### config.mk
export PLATFORM = sky130hd
export DESIGN_NAME = tcw_ctrl
export DESIGN_NICKNAME = d
export VERILOG_FILES = /design/src/hw/rtl/tcw_pkg.sv /design/src/hw/rtl/tcw_ctrl.sv
export SDC_FILE = /design/constraint.sdc
export NUM_CORES = 1
export LEC_CHECK = 0
export BUFFER_PORTS_ARGS = -buffer_cell sky130_fd_sc_hd__buf_2
export CAP_MARGIN = 10
export CORE_AREA = 8 8 45 47
export DETAILED_ROUTE_END_ITERATION = 7
export DIE_AREA = 0 0 53 55
export MAX_ROUTING_LAYER = met4
export PLACE_DENSITY = 0.69
export SYNTH_ARGS = -nofsm -noshare
export SYNTH_HDL_FRONTEND = slang
export SYNTH_SLANG_ARGS = --single-unit
export TNS_END_PERCENT = 10
### constraint.sdc
create_clock -name clk -period 2.6 [get_ports clk]
set_clock_uncertainty 0.15 [all_clocks]
set_input_delay 0.52 -clock clk [delete_from_list [all_inputs] [get_ports clk]]
set_output_delay 0.52 -clock clk [all_outputs]
set_load 0.02 [all_outputs]
### src/hw/rtl/tcw_pkg.sv
// Shared constants, codes and controller/datapath interface types of the text console writer.
`default_nettype none

package tcw_pkg;

  // Screen geometry.
  localparam int COLUMNS    = 80;
  localparam int ROWS       = 25;
  localparam int CELL_COUNT = ROWS * COLUMNS;

  localparam int ADDR_W = $clog2(CELL_COUNT);
  localparam int COL_W  = $clog2(COLUMNS);
  localparam int ROW_W  = $clog2(ROWS);

  // Field widths of the words on the stream ports.
  localparam int CHAR_W   = 8;
  localparam int ATTR_W   = 8;
  localparam int CELL_W   = 16;
  localparam int INDEX_W  = 11;
  localparam int LOC_W    = 11;
  localparam int S_DATA_W = 24;
  localparam int M_DATA_W = 32;

  // Character codes with special handling.
  localparam logic [CHAR_W-1:0] CH_NEWLINE   = 8'h0A;
  localparam logic [CHAR_W-1:0] CH_TAB       = 8'h09;
  localparam logic [CHAR_W-1:0] CH_BACKSPACE = 8'h08;
  localparam logic [CHAR_W-1:0] CH_SPACE     = 8'h20;

  localparam logic [CELL_W-1:0] BLANK_CELL = 16'h0720;
  localparam logic [ATTR_W-1:0] ATTR_RESET = 8'h07;

  // Commands from the controller to the datapath.
  typedef struct packed {
    logic capture;      // latch the input word
    logic read;         // read the requested cell
    logic glyph;        // write a glyph at the cursor and advance
    logic glyph_space;  // the glyph is a space instead of the input character
    logic newline;      // move the cursor to the next line
    logic backspace;    // step back and blank one cell
    logic copy;         // one step of the scroll copy
    logic clear;        // one step of the reset clearing pass
    logic blank;        // one step of blanking the bottom row
    logic load_out;     // load the output register
  } tcw_cmd_t;

  // Status from the datapath to the controller.
  typedef struct packed {
    logic is_read;
    logic is_newline;
    logic is_tab;
    logic is_backspace;
    logic scroll_needed;
    logic scan_last;
    logic copy_last;
    logic out_free;
  } tcw_stat_t;

endpackage

`default_nettype wire

### src/hw/rtl/tcw_ctrl.sv
// Controller state machine of the text console writer.
`default_nettype none

module tcw_ctrl (
  input  wire                     clk,
  input  wire                     rst,
  input  wire                     s_tvalid,
  output logic                    s_tready,
  input  wire tcw_pkg::tcw_stat_t stat,
  output tcw_pkg::tcw_cmd_t       cmd
);

  import tcw_pkg::*;

  localparam logic [2:0] S_CLEAR = 3'd0;
  localparam logic [2:0] S_IDLE  = 3'd1;
  localparam logic [2:0] S_EXEC  = 3'd2;
  localparam logic [2:0] S_TAB   = 3'd3;
  localparam logic [2:0] S_COPY  = 3'd4;
  localparam logic [2:0] S_FLUSH = 3'd5;
  localparam logic [2:0] S_BLANK = 3'd6;
  localparam logic [2:0] S_DONE  = 3'd7;

  logic [2:0] state;
  logic [2:0] state_next;
  logic [1:0] tab_left;
  logic [1:0] tab_left_next;

  assign s_tready = state == S_IDLE;

  always_comb begin
    cmd           = '0;
    state_next    = state;
    tab_left_next = tab_left;
    case (state)
      S_CLEAR: begin
        cmd.clear = 1'b1;
        if (stat.scan_last) begin
          state_next = S_IDLE;
        end
      end
      S_IDLE: begin
        if (s_tvalid) begin
          cmd.capture = 1'b1;
          state_next  = S_EXEC;
        end
      end
      S_EXEC: begin
        tab_left_next = 2'd0;
        if (stat.is_read) begin
          cmd.read = 1'b1;
        end else if (stat.is_newline) begin
          cmd.newline = 1'b1;
        end else if (stat.is_backspace) begin
          cmd.backspace = 1'b1;
        end else begin
          cmd.glyph       = 1'b1;
          cmd.glyph_space = stat.is_tab;
          if (stat.is_tab) begin
            tab_left_next = 2'd3;
          end
        end
        if (stat.scroll_needed) begin
          state_next = S_COPY;
        end else if (tab_left_next != 2'd0) begin
          state_next = S_TAB;
        end else begin
          state_next = S_DONE;
        end
      end
      S_TAB: begin
        cmd.glyph       = 1'b1;
        cmd.glyph_space = 1'b1;
        tab_left_next   = tab_left - 2'd1;
        if (stat.scroll_needed) begin
          state_next = S_COPY;
        end else if (tab_left_next != 2'd0) begin
          state_next = S_TAB;
        end else begin
          state_next = S_DONE;
        end
      end
      S_COPY: begin
        cmd.copy = 1'b1;
        if (stat.copy_last) begin
          state_next = S_FLUSH;
        end
      end
      S_FLUSH: begin
        state_next = S_BLANK;
      end
      S_BLANK: begin
        cmd.blank = 1'b1;
        if (stat.scan_last) begin
          state_next = (tab_left != 2'd0) ? S_TAB : S_DONE;
        end
      end
      S_DONE: begin
        if (stat.out_free) begin
          cmd.load_out = 1'b1;
          state_next   = S_IDLE;
        end
      end
      default: begin
        state_next = S_IDLE;
      end
    endcase
  end

  always_ff @(posedge clk) begin
    if (rst) begin
      state    <= S_CLEAR;
      tab_left <= 2'd0;
    end else begin
      state    <= state_next;
      tab_left <= tab_left_next;
    end
  end

endmodule

`default_nettype wire

## After elaboration in Yosys (flattened, before gate mapping)

Cells that the tools add are included.

- $add $sub $neg: 1
- Multiply operators: 0
- Div/mod/pow operators: 0
- Magnitude comparators: 0
- Equality and inequality tests: 12
- Shift operators: 0
- Mux-type cells: 34
- Bitwise operators: 0
- Reduce and logical (&&, ||, !) cells: 6

Operators with widths:

| cell | count |
|---|---|
| two-way mux 3 bit | 10 |
| one-hot mux 3 bit (8 select lines) | 1 |
| two-way mux 2 bit | 8 |
| == test 3 bit (second input constant) | 4 |
| two-way mux 1 bit | 12 |
| inequality test 2 bit (second input constant) | 5 |
| one-hot mux 2 bit (2 select lines) | 2 |
| nonzero test 2 bit | 4 |
| == test 3 x 2 -> 1 bit (second input constant) | 2 |
| AND reduction 5 bit | 1 |
| two-way mux 4 bit | 1 |
| == test 3 x 1 -> 1 bit (second input constant) | 1 |
| zero test 3 bit | 1 |
| subtractor 2 x 1 -> 2 bit (second input constant) | 1 |

- Register bits: 5
- Bits in latches: 0
- Bits in writable memories: 0
- Memory bits (read-only): 0
- Bits of input ports: 11
- Output and inout port bits: 11
- Word-level logic and storage cells: 55
- Memories: 0

## Longest topological paths before layout

- Depth in word-level cells: 9
- Mapped depth: 6
- Gate-level depth less buffers: 5

## Worst setup path before layout

Ideal clock, no wire load.

- Path kind: input -> output
- From: input port stat[4] in the netlist's numbering
- To: output port cmd[6] in the netlist's numbering
- Data arrival time: 1.461 ns
- Required time: 1.930 ns
- Setup slack: 0.469 ns
- Stages on the path: 2
- Path buffers: 0
- Cell sequence: or4b_4 > a21oi_1

RTL lines:

| what | line | source |
|---|---|---|
| from (decl) | tcw_ctrl.sv:9 | `input wire tcw_pkg::tcw_stat_t stat,` |
| to (decl) | tcw_ctrl.sv:10 | `output tcw_pkg::tcw_cmd_t cmd` |

==> flow_metrics.py <==
metrics = {
    "timing": {
        "worstMarginPinSlew_ps": 454,
        "grt_setup_unrepaired": "false",
        "report.final.hold_viol_count": 0,
        "layout_min_cycle_time_ps": 2240,
        "min_period_over_period_pct": 86.3,
        "post-route-worst-setup-slack_ps": 357,
        "max_slew_margin_pct": 69.0,
        "timing_max_transition_violations_final": 0,
        "hold_ws_ps": 349,
        "fmax_mhz": 446,
        "fin_setup_tns_ps": 0,
        "total_of_endpoints_with_negative_setup_slack_in_the_final_report": 0,
    },
    "worst_setup_path": {
        "crit-reg2reg-capture": "state[2]",
        "timing.critical_path.from": "state[2]",
        "critical_path.max_fanout": 12,
        "startpoint_type": "flip-flop",
        "r2r.worst_path.cells": 4,
        "crit_arrival_ps": 1570,
        "worst_setup_path_endpoint": "cmd[4]",
        "worstSetupEndpointType": "output pin",
        "worst_path_required_ps": 1930,
        "critical_path_class": "reg -> out",
        "reg2reg_from": "state[2]",
        "timing.reg2reg.setup_slack_ps": 1030,
    },
    "yosys": {
        "synth_fp_nets": 75,
        "netlist_area_sq_um": 474,
        "syn-mean-instance-area_sq_um": 7.65,
        "synth.distinct_cells": 30,
        "postSynthCellCount": 62,
        "synth_seq_area_share_pct": 21.1,
        "synthesis.yosys.warnings": 0,
        "yosys_register_bits": 5,
    },
    "route": {
        "drt.antenna.violating_nets": 0,
        "routedWlPerCell_microns": 12.8,
        "drt-pass1-iter-count": 4,
        "drt_wl_total_microns": 1280,
        "num_vias": 512,
        "route.detailed.vias_per_inst": 5.12,
        "detailedRoute.firstIterationViolations": 7,
        "route.detailed.drc": 0,
    },
    "place": {
        "dp_hpwl_microns": 988,
        "place_congestion": 0.776,
        "port_buffers": 21,
        "pre_cts_slack_ps": 405,
        "placed_cell_area_sq_um": 578,
        "placedCellCount": 96,
    },
    "floorplan": {
        "number_of_top_level_design_ports": 22,
        "placementRows": 14,
        "die_h_microns": 55,
        "die_width_microns": 53,
        "floorplan.die_area_sq_um": 2920,
        "design.core.area_sq_um": 1380,
        "start_util_pct": 34.3,
    },
    "clock_tree": {
        "cts-htree-levels": 1,
        "cts_setup_buffers": 0,
        "source_to_sink_clock_delay_at_the_later_pin_of_the_worst_skew_pair_ps": 250,
        "clock_tree.root_cell": "sky130_fd_sc_hd__clkbuf_4",
        "max-clock-path-buffers": 2,
        "post_cts.resized_instances": 0,
        "postCtsHoldBufs": 0,
        "cts_buffers": 3,
        "path_clk_slew_ps": 50,
        "cts_tree": "built",
        "cts.sink_count": 5,
    },
    "job": {
        "timing.max_cap.violations": 0,
    },
    "worst_hold_path": {
        "timing.hold.worst.start": "rst",
        "min_path_type": "in -> reg",
    },
    "finish": {
        "finalNetCount": 98,
        "final_layout_size_suffix_gt1_share_pct": 36.9,
        "insertedDiodeCount": 0,
        "final_instance_area_sq_um": 604,
        "post-route-util_pct": 43.7,
        "layoutNonFillerInstCount": 100,
        "ff_latch_area_sq_um": 100,
        "layout_commonest_cell": "sky130_fd_sc_hd__buf_2",
        "area_delta_synth_final_pct": 27.4,
        "mostFrequentLayoutCells": "21 x sky130_fd_sc_hd__buf_2, 6 x sky130_fd_sc_hd__nor2_1",
        "nFillCells": 147,
        "multiInputGateArea_sq_um": 319,
    },
    "global_route": {
        "antenna_found_initial": 0,
        "via_count_of_the_first_global_routing_pass": 468,
        "grt_start_max_net_pins": 19,
        "grt_overflow": 0,
        "gr-usage-all-layers_pct": 9.57,
        "global_route_wire_length_before_repair_microns": 2100,
    },
    "power": {
        "ir_drop_worst_case_vdd_v": 0.000321,
        "powerDensity_nw_per_um2": 717,
        "cellLeakagePower_nw": 0.278,
        "power_uw": 433,
    },
    "run_status": {
        "outcome": "completed",
    },
}
[where the power goes]
part,leakage (nW),switching (mW),internal (mW),total [mW]
Combinational,0.222,0.139,0.0883,0.227
Sequential,0.0410,0.0199,0.0950,0.115
Clock,0.0150,0.0331,0.0581,0.0912
Total,0.278,0.192,0.241,0.433
[kinds of logic (layout without fill, tap and decap cells)]
logic type      Yosys count  count (layout)  share of synthesized area (%)
fa+ha+maj                 2               2                           5.28
buf+inv                  10              32                           11.6
flops                     5               5                           21.1
simple gates             25              25                           33.0
compound gates           20              20                           29.0
[final cells by class]
cell class                 instances  area share, %
clock buffer                       4           4.35
inverter                           5           3.11
multi-input combinational         47           52.8
sequential                         5           16.6
tap                               16           3.31
timing repair buffer              23           19.9
[cells in the mapped netlist]
cell                        n  share of area [%]
sky130_fd_sc_hd__nor2_4     1                2.4
sky130_fd_sc_hd__a21boi_0   1                1.6
sky130_fd_sc_hd__nor3b_1    1                1.6
sky130_fd_sc_hd__ha_1       2                5.3
sky130_fd_sc_hd__a21oi_1    4                4.2
sky130_fd_sc_hd__o211ai_1   1                1.6
sky130_fd_sc_hd__o221ai_1   1                1.8
sky130_fd_sc_hd__a211oi_1   3                4.7
sky130_fd_sc_hd__or4b_4     1                2.9
sky130_fd_sc_hd__o221a_2    1                2.4
sky130_fd_sc_hd__and2_1     3                4.0
sky130_fd_sc_hd__inv_1      5                4.0
sky130_fd_sc_hd__a311oi_1   1                1.8
sky130_fd_sc_hd__nor4b_1    1                1.8
sky130_fd_sc_hd__a211o_1    1                1.8
sky130_fd_sc_hd__and4_1     1                1.8
sky130_fd_sc_hd__buf_2      2                2.1
sky130_fd_sc_hd__a2111oi_0  2                3.7
sky130_fd_sc_hd__and3_1     1                1.3
sky130_fd_sc_hd__dfxtp_1    5                 21
sky130_fd_sc_hd__nor3_1     5                5.3
sky130_fd_sc_hd__clkbuf_1   1               0.79
sky130_fd_sc_hd__nor2_1     6                4.7
sky130_fd_sc_hd__nand2_1    1               0.79
sky130_fd_sc_hd__or3_2      1                1.6
sky130_fd_sc_hd__o21ai_0    5                5.3
sky130_fd_sc_hd__and3b_1    1                1.8
sky130_fd_sc_hd__and3_2     1                1.6
sky130_fd_sc_hd__nand2b_1   1                1.3
sky130_fd_sc_hd__buf_6      2                4.7
[per-layer routing]
layer  GRT usage (%)  up-vias  share of wire, %
met5               -        -                 0
met2            14.6       20                42
met3            4.81        0               9.9
li1                -      275                 -
met1            11.7      217                48
met4               0        0                 0
[worst min path at each step]
stage / end / slack [ps] / cells after the start
5_1_grt: state[0] / 340 / 2
2_1_floorplan: tab_left[1] / 310 / 2
3_3_place_gp: tab_left[1] / 350 / 2
4_1_cts: state[0] / 350 / 2
3_5_place_dp: tab_left[1] / 350 / 2
6_report: state[0] / 350 / 2
[critical path: stages, from the launching register on]
cell and delay, ps:
sky130_fd_sc_hd__dfxtp_1 520, sky130_fd_sc_hd__nand2b_1 340, sky130_fd_sc_hd__nor2_1 110, sky130_fd_sc_hd__and3_2 200
sky130_fd_sc_hd__buf_2 150
[state kept, by name, indices dropped and copies added, names as in the netlist]
signal,cells
tab_left,2
state,3
(Power assumes the default switching activity.)
